**config.mk**
```make
export PLATFORM = sky130hd
export DESIGN_NAME = jog_axis_slew_limiter_top
export DESIGN_NICKNAME = d
export VERILOG_FILES = /design/src/hdl/jasl_pkg.sv /design/src/hdl/jasl_mul.sv /design/src/hdl/jog_axis_slew_limiter_top.sv
export SDC_FILE = /design/constraint.sdc
export NUM_CORES = 2
export LEC_CHECK = 0
export BUFFER_PORTS_ARGS = -buffer_cell sky130_fd_sc_hd__buf_2
export CAP_MARGIN = 20
export CORE_MARGIN = 4
export CORE_UTILIZATION = 30
export CTS_BUF_LIST = sky130_fd_sc_hd__clkbuf_2 sky130_fd_sc_hd__clkbuf_4 sky130_fd_sc_hd__clkbuf_8
export DETAILED_ROUTE_END_ITERATION = 6
export GPL_ROUTABILITY_DRIVEN = 0
export RECOVER_POWER = 25
export SYNTH_ARGS = -nofsm -noshare
export SYNTH_HDL_FRONTEND = slang
export SYNTH_HIERARCHICAL = 1
export SYNTH_SLANG_ARGS = --single-unit
```
**constraint.sdc**
```tcl
create_clock -name clock -period 10.8 [get_ports clock]
set_input_delay 0.54 -clock clock [delete_from_list [all_inputs] [get_ports clock]]
set_output_delay 0.54 -clock clock [all_outputs]
set_load 0.005 [all_outputs]
```
**src/hdl/jasl_pkg.sv**
```systemverilog
package jasl_pkg;

   localparam int AXES = 7;
   localparam int AXIS_W = 3;
   localparam logic [AXIS_W-1:0] AXIS_NONE = 3'd7;

   localparam int MUL_W = 24;
   localparam int PROD_W = 2 * MUL_W;

   localparam int GAIN_W = 24;
   localparam int STEP_W = 28;
   localparam int TILT_W = 16;
   localparam int DELTA_W = 32;

   // Magnitudes below one in Q4.12 take the cubic shaping.
   localparam logic [TILT_W-1:0] TILT_ONE = 16'd4096;

   typedef logic [MUL_W-1:0] mul_opd_type;
   typedef logic [PROD_W-1:0] mul_prod_type;
   typedef logic signed [DELTA_W-1:0] delta_type;

endpackage

```
**src/hdl/jasl_mul.sv**
```systemverilog
module jasl_mul
   import jasl_pkg::*;
(
   input  logic         clock,
   input  mul_opd_type  opd_a,
   input  mul_opd_type  opd_b,
   output mul_prod_type prod_ff
);

   mul_prod_type prod_in;

   assign prod_in = opd_a * opd_b;

   always_ff @(posedge clock) begin
      prod_ff <= prod_in;
   end

endmodule

```
**src/hdl/jog_axis_slew_limiter_top.sv**
```systemverilog
// Jog axis slew limiter. Each accepted req_ beat is one hand-controller
// reading; unless new_session is set it produces exactly one rsp_ beat with
// the seven kept axis deltas (signed Q3.28) and done_res. The B button and
// the pad choose one axis; its request is the tilt (Q4.12) cubed times gain
// when |tilt| < 1, or tilt times gain otherwise, and every delta moves toward
// its request by at most max_change. One shared 24x24 registered multiplier
// builds the request in up to four passes (square, cube, low and high gain
// partial products), then one shared subtract/compare unit slews the axes
// one per cycle. A cubic request takes all four passes, a linear one the
// single tilt-times-gain pass, and a zero request (stop latched or no axis
// chosen) goes straight to the slew; req_ready is low while a reading is in
// work. A new_session beat only clears the latches. The result sits in an
// output register, so it may wait for rsp_ready while the next reading is
// accepted; that reading stalls only at its final load.
// Registers: gain at byte 0 (Q0.24), max_change at byte 4 (Q3.28).
module jog_axis_slew_limiter_top
   import jasl_pkg::*;
(
   input  logic                      clock,
   input  logic                      reset,

   input  logic                      req_valid,
   output logic                      req_ready,
   input  logic                      req_new_session,
   input  logic                      req_button_a,
   input  logic                      req_button_b,
   input  logic                      req_pad_left,
   input  logic                      req_pad_right,
   input  logic                      req_pad_up,
   input  logic                      req_pad_down,
   input  logic signed [TILT_W-1:0]  req_tilt,

   output logic                      rsp_valid,
   input  logic                      rsp_ready,
   output logic signed [DELTA_W-1:0] rsp_delta_x,
   output logic signed [DELTA_W-1:0] rsp_delta_y,
   output logic signed [DELTA_W-1:0] rsp_delta_z,
   output logic signed [DELTA_W-1:0] rsp_delta_rot_a,
   output logic signed [DELTA_W-1:0] rsp_delta_rot_b,
   output logic signed [DELTA_W-1:0] rsp_delta_rot_c,
   output logic signed [DELTA_W-1:0] rsp_delta_grip,
   output logic                      rsp_done_res,

   input  logic                      psel,
   input  logic                      penable,
   input  logic                      pwrite,
   input  logic [2:0]                paddr,
   input  logic [31:0]               pwdata,
   output logic [31:0]               prdata,
   output logic                      pready
);

   // Sequencer states.
   localparam logic [3:0] S_IDLE = 4'd0;
   localparam logic [3:0] S_SQ   = 4'd1;
   localparam logic [3:0] S_CUBE = 4'd2;
   localparam logic [3:0] S_GLO  = 4'd3;
   localparam logic [3:0] S_GHI  = 4'd4;
   localparam logic [3:0] S_LIN  = 4'd5;
   localparam logic [3:0] S_RES  = 4'd6;
   localparam logic [3:0] S_SLEW = 4'd7;
   localparam logic [3:0] S_OUT  = 4'd8;

   localparam logic [AXIS_W-1:0] LAST_AXIS = AXIS_W'(AXES - 1);

   // Register map, decoded on the word address bit.
   localparam logic REG_GAIN = 1'b0;
   localparam logic REG_STEP = 1'b1;

   // Fixed-priority axis choice: B picks the rotation group, down is the grip.
   function automatic logic [AXIS_W-1:0] pick_axis(input logic b, input logic left,
                                                   input logic right, input logic up,
                                                   input logic down);
      logic [AXIS_W-1:0] ax;
      ax = AXIS_NONE;
      if (!b && left) ax = 3'd0;
      else if (!b && right) ax = 3'd1;
      else if (!b && up) ax = 3'd2;
      else if (b && left) ax = 3'd3;
      else if (b && right) ax = 3'd4;
      else if (b && up) ax = 3'd5;
      else if (down) ax = 3'd6;
      return ax;
   endfunction

   // ---------------------------------------------------------------------
   // Configuration registers
   // ---------------------------------------------------------------------
   logic [GAIN_W-1:0] gain_ff, gain_in;
   logic [STEP_W-1:0] step_ff, step_in;
   logic              csr_wr;

   assign pready = 1'b1;
   assign csr_wr = psel && penable && pwrite && pready;

   always_comb begin
      gain_in = gain_ff;
      step_in = step_ff;
      if (csr_wr) begin
         case (paddr[2])
            REG_GAIN: gain_in = pwdata[GAIN_W-1:0];
            REG_STEP: step_in = pwdata[STEP_W-1:0];
            default: ;
         endcase
      end
   end

   always_comb begin
      case (paddr[2])
         REG_GAIN: prdata = {{(32-GAIN_W){1'b0}}, gain_ff};
         REG_STEP: prdata = {{(32-STEP_W){1'b0}}, step_ff};
         default:  prdata = '0;
      endcase
   end

   // ---------------------------------------------------------------------
   // Sequencer and datapath state
   // ---------------------------------------------------------------------
   logic [3:0]        state_ff, state_in;
   logic              a_rel_ff, a_rel_in;
   logic              stop_ff, stop_in;
   logic [AXIS_W-1:0] axis_ff, axis_in;
   logic [AXIS_W-1:0] idx_ff, idx_in;
   logic              neg_ff, neg_in;
   logic              small_ff, small_in;
   logic [TILT_W-1:0] mag_ff, mag_in;
   logic [11:0]       cube_hi_ff, cube_hi_in;
   mul_prod_type      plo_ff, plo_in;
   delta_type         req_ff, req_in;
   logic              nz_ff, nz_in;
   delta_type         delta_ff [AXES];
   delta_type         delta_in [AXES];

   logic              rsp_valid_ff, rsp_valid_in;
   delta_type         out_ff [AXES];
   delta_type         out_in [AXES];
   logic              done_ff, done_in;

   // Shared multiplier.
   mul_opd_type       opd_a, opd_b;
   mul_prod_type      prod_ff;

   jasl_mul u_mul (
      .clock   (clock),
      .opd_a   (opd_a),
      .opd_b   (opd_b),
      .prod_ff (prod_ff)
   );

   logic              in_beat;
   logic              out_free;
   logic [TILT_W:0]   tilt_abs;
   logic [AXIS_W-1:0] pick;
   logic              req_live;

   // Request assembly.
   logic [59:0]       sum60;
   logic [DELTA_W-1:0] req_mag;

   // Shared slew unit.
   delta_type         cur;
   delta_type         tgt;
   logic [DELTA_W:0]  diff;
   logic [DELTA_W:0]  adiff;
   logic              below;
   delta_type         nxt;

   assign req_ready = (state_ff == S_IDLE);
   assign in_beat   = req_valid && req_ready;
   assign out_free  = !rsp_valid_ff || rsp_ready;

   assign tilt_abs = req_tilt[TILT_W-1] ? (17'd0 - {req_tilt[TILT_W-1], req_tilt})
                                        : {1'b0, req_tilt};
   assign pick = pick_axis(req_button_b, req_pad_left, req_pad_right, req_pad_up,
                           req_pad_down);

   // Operand select for each multiply pass.
   always_comb begin
      opd_a = '0;
      opd_b = '0;
      case (state_ff)
         S_SQ: begin
            opd_a = MUL_W'(mag_ff);
            opd_b = MUL_W'(mag_ff);
         end
         S_CUBE: begin
            opd_a = prod_ff[MUL_W-1:0];
            opd_b = MUL_W'(mag_ff);
         end
         S_GLO: begin
            opd_a = prod_ff[MUL_W-1:0];
            opd_b = gain_ff;
         end
         S_GHI: begin
            opd_a = MUL_W'(cube_hi_ff);
            opd_b = gain_ff;
         end
         S_LIN: begin
            opd_a = MUL_W'(mag_ff);
            opd_b = gain_ff;
         end
         default: ;
      endcase
   end

   // Cubic path: (phi << 24) + plo is the 60-bit cube times gain; keep >> 32.
   // Linear path: product >> 8. Neither can exceed the signed 32-bit range.
   assign sum60   = {prod_ff[35:0], 24'd0} + {12'd0, plo_ff};
   assign req_mag = small_ff ? {4'd0, sum60[59:32]} : prod_ff[39:8];

   // One axis per cycle: step toward the target, snap when within max_change.
   assign cur   = delta_ff[idx_ff];
   assign tgt   = (idx_ff == axis_ff) ? req_ff : '0;
   assign diff  = {cur[DELTA_W-1], cur} - {tgt[DELTA_W-1], tgt};
   assign adiff = diff[DELTA_W] ? ((DELTA_W+1)'(0) - diff) : diff;
   assign below = adiff < {{(DELTA_W+1-STEP_W){1'b0}}, step_ff};
   assign nxt   = below ? tgt
                : diff[DELTA_W] ? (cur + {{(DELTA_W-STEP_W){1'b0}}, step_ff})
                : (cur - {{(DELTA_W-STEP_W){1'b0}}, step_ff});

   always_comb begin
      state_in     = state_ff;
      a_rel_in     = a_rel_ff;
      stop_in      = stop_ff;
      axis_in      = axis_ff;
      idx_in       = idx_ff;
      neg_in       = neg_ff;
      small_in     = small_ff;
      mag_in       = mag_ff;
      cube_hi_in   = cube_hi_ff;
      plo_in       = plo_ff;
      req_in       = req_ff;
      nz_in        = nz_ff;
      rsp_valid_in = rsp_valid_ff && !rsp_ready;
      done_in      = done_ff;
      req_live     = 1'b0;
      for (int i = 0; i < AXES; i++) begin
         delta_in[i] = delta_ff[i];
         out_in[i]   = out_ff[i];
      end

      case (state_ff)
         S_IDLE: begin
            if (in_beat) begin
               if (req_new_session) begin
                  a_rel_in = 1'b0;
                  stop_in  = 1'b0;
               end else begin
                  // Latch release first, then a press in the same reading stops.
                  a_rel_in = a_rel_ff || !req_button_a;
                  stop_in  = stop_ff || (a_rel_in && req_button_a);
                  req_live = !stop_in && (pick != AXIS_NONE);
                  axis_in  = pick;
                  idx_in   = '0;
                  nz_in    = 1'b0;
                  neg_in   = req_tilt[TILT_W-1];
                  mag_in   = tilt_abs[TILT_W-1:0];
                  small_in = tilt_abs[TILT_W-1:0] < TILT_ONE;
                  req_in   = '0;
                  if (!req_live) state_in = S_SLEW;
                  else if (small_in) state_in = S_SQ;
                  else state_in = S_LIN;
               end
            end
         end
         S_SQ:   state_in = S_CUBE;
         S_CUBE: state_in = S_GLO;
         S_GLO: begin
            cube_hi_in = prod_ff[35:24];
            state_in   = S_GHI;
         end
         S_GHI: begin
            plo_in   = prod_ff;
            state_in = S_RES;
         end
         S_LIN:  state_in = S_RES;
         S_RES: begin
            req_in   = neg_ff ? (DELTA_W'(0) - req_mag) : req_mag;
            state_in = S_SLEW;
         end
         S_SLEW: begin
            delta_in[idx_ff] = nxt;
            nz_in            = nz_ff || (nxt != '0);
            idx_in           = idx_ff + AXIS_W'(1);
            if (idx_ff == LAST_AXIS) state_in = S_OUT;
         end
         S_OUT: begin
            // Hold until the previous result has left the output register.
            if (out_free) begin
               for (int i = 0; i < AXES; i++) out_in[i] = delta_ff[i];
               done_in      = stop_ff && !nz_ff;
               rsp_valid_in = 1'b1;
               state_in     = S_IDLE;
            end
         end
         default: state_in = S_IDLE;
      endcase
   end

   always_ff @(posedge clock) begin
      if (reset) begin
         state_ff     <= S_IDLE;
         a_rel_ff     <= 1'b0;
         stop_ff      <= 1'b0;
         rsp_valid_ff <= 1'b0;
         gain_ff      <= 24'd50332;
         step_ff      <= 28'd26844;
         for (int i = 0; i < AXES; i++) delta_ff[i] <= '0;
      end else begin
         state_ff     <= state_in;
         a_rel_ff     <= a_rel_in;
         stop_ff      <= stop_in;
         rsp_valid_ff <= rsp_valid_in;
         gain_ff      <= gain_in;
         step_ff      <= step_in;
         for (int i = 0; i < AXES; i++) delta_ff[i] <= delta_in[i];
      end
   end

   always_ff @(posedge clock) begin
      axis_ff    <= axis_in;
      idx_ff     <= idx_in;
      neg_ff     <= neg_in;
      small_ff   <= small_in;
      mag_ff     <= mag_in;
      cube_hi_ff <= cube_hi_in;
      plo_ff     <= plo_in;
      req_ff     <= req_in;
      nz_ff      <= nz_in;
      done_ff    <= done_in;
      for (int i = 0; i < AXES; i++) out_ff[i] <= out_in[i];
   end

   assign rsp_valid       = rsp_valid_ff;
   assign rsp_delta_x     = out_ff[0];
   assign rsp_delta_y     = out_ff[1];
   assign rsp_delta_z     = out_ff[2];
   assign rsp_delta_rot_a = out_ff[3];
   assign rsp_delta_rot_b = out_ff[4];
   assign rsp_delta_rot_c = out_ff[5];
   assign rsp_delta_grip  = out_ff[6];
   assign rsp_done_res    = done_ff;

   // ---------------------------------------------------------------------
   // Assertions
   // ---------------------------------------------------------------------
   a_busy_after_reading: assert property (@(posedge clock) disable iff (reset)
      (in_beat && !req_new_session) |=> !req_ready)
      else $error("reading accepted but block still ready");

   a_stop_no_request: assert property (@(posedge clock) disable iff (reset)
      (state_ff == S_SLEW && stop_ff) |-> (req_ff == '0))
      else $error("request live while stop latched");

   a_done_all_zero: assert property (@(posedge clock) disable iff (reset)
      (rsp_valid && rsp_done_res) |-> (rsp_delta_x == '0 && rsp_delta_y == '0 &&
         rsp_delta_z == '0 && rsp_delta_rot_a == '0 && rsp_delta_rot_b == '0 &&
         rsp_delta_rot_c == '0 && rsp_delta_grip == '0))
      else $error("done raised with a nonzero delta");

   a_load_only_when_free: assert property (@(posedge clock) disable iff (reset)
      (rsp_valid && !rsp_ready) |=> (rsp_valid && $stable(rsp_delta_x)))
      else $error("waiting result overwritten");

endmodule
```
==> flow_summary.toml <==
[outcome]
status = "finished with violations"
violations = "DRC, capacitance limit, slew limit"

[clocking]
clk_latency_ps = 810
htreeDepth = 3
ctsResizeCount = 0
clock_sinks = 652
cts_buffer_depth = 3
cts_tree = "done"
cts.reportedPaths.clkPinSlew_ps = 70
cts_root_buffer = "clkbuf_8"
cts_buffers = 94
cts_hold_buffers = 28
cts_setup_buffers = 0

[synth]
synthXorXnorAreaFrac_pct = 3.68
synth-main-ff-cell = "dfxtp_1"
synth.mux.area_fraction_pct = 4.20
yosys_register_bits = 652
yosys.area_share.simple_pct = 14.9
synth_compound_area_share_pct = 12.0
synthDistinctLibCells = 91
ys_async_sr_fraction_pct = 0
synth_cells = 5242
synth_area_sq_um = 50900
syn_area_per_cell_sq_um = 9.71
synth-adder-area-share_pct = 26.2
synth-edff-count = 318
ys_seq_area_share_pct = 31.9
synth_top_family_by_area = "adder cells"
yosys_warnings = 6

[critical_path]
endpoint_kind = "flop"
crit_type = "reg2reg"
startpoint_type = "flop"
crit_required_ps = 11520
crit_arrival_ps = 10230
crit_path_frequent_cell = "fa_1"
cp_max_fo = 24
crit_buf_inv = 7
slowest_delay_ps = 920
critical_path.top_delay_family = "adder cells"
slowest_stage = "a21oi_2"

[placement]
placed_cells = 7560
pre_cts_ws_ps = 1460
portBuffers = 313
hpwl_mm = 116

[route]
dr.first_iter.drc_count = 2827
post_drt_wl_per_cell_um = 19.4
drcViolationCount = 1
routed_via_density = 4.97
wl_mm = 151
first_pass_iters = 7
ant_nets = 0
vias = 38600

[finish]
instances_no_fill = 7772
synthToLayoutAreaGrowth_pct = 12.8
final_util_pct = 34.2
nFillCells = 17000
drive_gt1_share_pct = 12.6
nets = 6328

[timing]
maxSlewViolCount = 198
hold_ws_ps = 63.8
hold_violations = 0
final.setup.tns_ps = 0
worst_pin_slew_ps = 5500
fin_ws_ps = 1290
min_period_over_period_pct = 88.1
finalCriticalPeriod_ps = 9510
grt_setup_unrepaired = "no"
fmax_mhz = 105
skew_ps = 92.5
finalSetupViolations = 0
max-slew-margin-rel_pct = -267

[power_and_ir_drop]
intPower_uw = 7040
netSwitchingFraction_pct = 49.3
p_per_area_nw_per_um2 = 242
leakagePower_uw = 0.0241
seqPwrFrac_pct = 22.2
combPwrFrac_pct = 62.1
ir_drop_mv = 0.212
p_sw_uw = 6830
p_clk_share_pct = 15.8

[floorplanning]
die_height_um = 420
fp.coreArea_sq_um = 168000
die-area_sq_um = 176000
start_util_pct = 30.3
die_w_um = 420
pin_count = 325
rows = 150

[global_routing]
overflow = 0
grt_max_degree = 171
grt_pass1_vias = 38900
grtUsageTotal_pct = 16.9
antenna_found_initial = 3
grt_pass1_wl_mm = 232

[worst_hold_path]
worstHoldPathType = "in2reg"

[job]
maxCapViolCount = 2
[state kept, by name, indices dropped and copies added, names as in the netlist, 3 cells and up, named ones only]
name and count:
cube_hi_ff 12, gain_ff 24, idx_ff 3, req_ff 32, out_ff 224, mag_ff 16
plo_ff 24, u_mul/prod_ff 48, delta_ff 224, step_ff 28, state_ff 4, axis_ff 3
[layout by cell type (no fill, tap or decap), types with 97 or more instances in the layout]
cell type,instances
fa_1,484
buf_2,308
a211oi_1,219
edfxtp_1,318
and2_1,343
nor2_1,383
o21ai_0,147
a21oi_1,196
nand2_1,568
inv_1,655
clkbuf_8,97
ha_1,293
dfxtp_1,332
xnor2_1,149
[area by class of cell]
cell class	instances	area [sq um]	area share, %
multi-input combinational	3659	31200	54.4
clock inverter	60	631	1.10
sequential	652	16200	28.3
clock buffer	117	1490	2.59
timing repair buffer	424	2600	4.53
antenna	1	2.50	0.00436
tap	2204	2760	4.80
inverter	655	2460	4.28
[cell usage after synthesis, types with 14 or more instances]
cell      number  share of area [%]
a211o_1       15               0.26
a211oi_1     219                3.2
a21o_1        54               0.80
a21oi_1      198                1.9
a22o_1        21               0.36
a31oi_1       36               0.44
and2_1       343                4.2
and3_1        31               0.38
buf_1         14               0.10
clkbuf_1     253                1.9
dfxtp_1      334                 13
edfxtp_1     318                 19
fa_1         484                 19
ha_1         293                7.2
inv_1        655                4.8
mux2_2        60                1.3
mux2i_1       74                1.5
mux4_2        32                1.4
nand2_1      568                4.2
nand2b_1      26               0.32
nand3_1       43               0.42
nand3b_1      14               0.21
nand4_1       24               0.30
nor2_1       388                2.9
nor2b_1       30               0.37
nor3_1        44               0.43
nor4_1        23               0.28
o211ai_1      14               0.21
o21a_1        27               0.40
o21ai_0      147                1.4
o31ai_1       17               0.25
xnor2_1      149                2.6
xor2_1        65                1.1
[final timing paths]
check	from	to	slack [ps]	depth (start not counted)
setup / recovery	state_ff[2]$_SDFFE_PP0P_	u_mul/prod_ff[47]$_DFF_P_	1290	26
hold / removal	pwdata[14]	gain_ff[14]$_SDFFE_PP1P_	60	3
setup reg to reg	state_ff[2]$_SDFFE_PP0P_	u_mul/prod_ff[47]$_DFF_P_	1290	26
hold reg to reg	u_mul/prod_ff[42]$_DFF_P_	plo_ff[42]$_DFFE_PN_	400	0
[per-layer routing]
layer | wire (um) | vias up | global-route usage [%] | share of wire (%)
li1 | - | 18100 | - | -
met1 | 61600 | 19100 | 21.2 | 41
met2 | 72900 | 1217 | 28.8 | 48
met3 | 7800 | 256 | 1.76 | 5.2
met4 | 8670 | 0 | 8.98 | 5.7
met5 | 0 | - | 0 | 0
[metrics by stage]
| stage | power, uW | area (sq um) |
|---|---|---|
| after CTS | 13900 | 57300 |
| after floorplan | 9070 | 50900 |
| after detailed placement | 11600 | 54900 |
| final | 13900 | 57400 |
| after global routing | 15000 | 57400 |
| after global placement | 11500 | 54900 |
[worst reg2reg max path: stages, from the launching register on]
cell	delay [ps]
dfxtp_1	510
nand2b_1	200
a21oi_2	920
buf_4	330
a22o_1	890
and2_1	270
fa_1	440
fa_1	510
inv_1	60
fa_1	530
inv_1	50
fa_1	500
inv_1	50
fa_1	470
inv_1	50
fa_1	530
inv_1	50
fa_1	540
inv_1	50
ha_1	420
a21o_1	270
a211oi_1	600
o211ai_1	330
a311oi_1	420
o31ai_1	130
a21oi_1	180
xnor2_1	140
[power by group through the flow]
| stage | clock network [uW] | registers (uW) | logic (uW) |
|---|---|---|---|
| 2_1_floorplan | 0 | 2930 | 6140 |
| 3_3_place_gp | 0 | 3120 | 8410 |
| 3_5_place_dp | 0 | 3120 | 8490 |
| 4_1_cts | 2240 | 3070 | 8570 |
| 5_1_grt | 2350 | 3080 | 9530 |
| 6_report | 2180 | 3070 | 8610 |
[logic make-up after synthesis]
logic type                 after synthesis
xor gates and xnor gates               214
DFF                                    652
and+or+nand+nor                       1595
other                                    2
muxes                                  166
AOI/OAI and AO/OA                      902
buffers and inverters                  934
adders and majority gates              777
(Power assumes the default switching activity.)
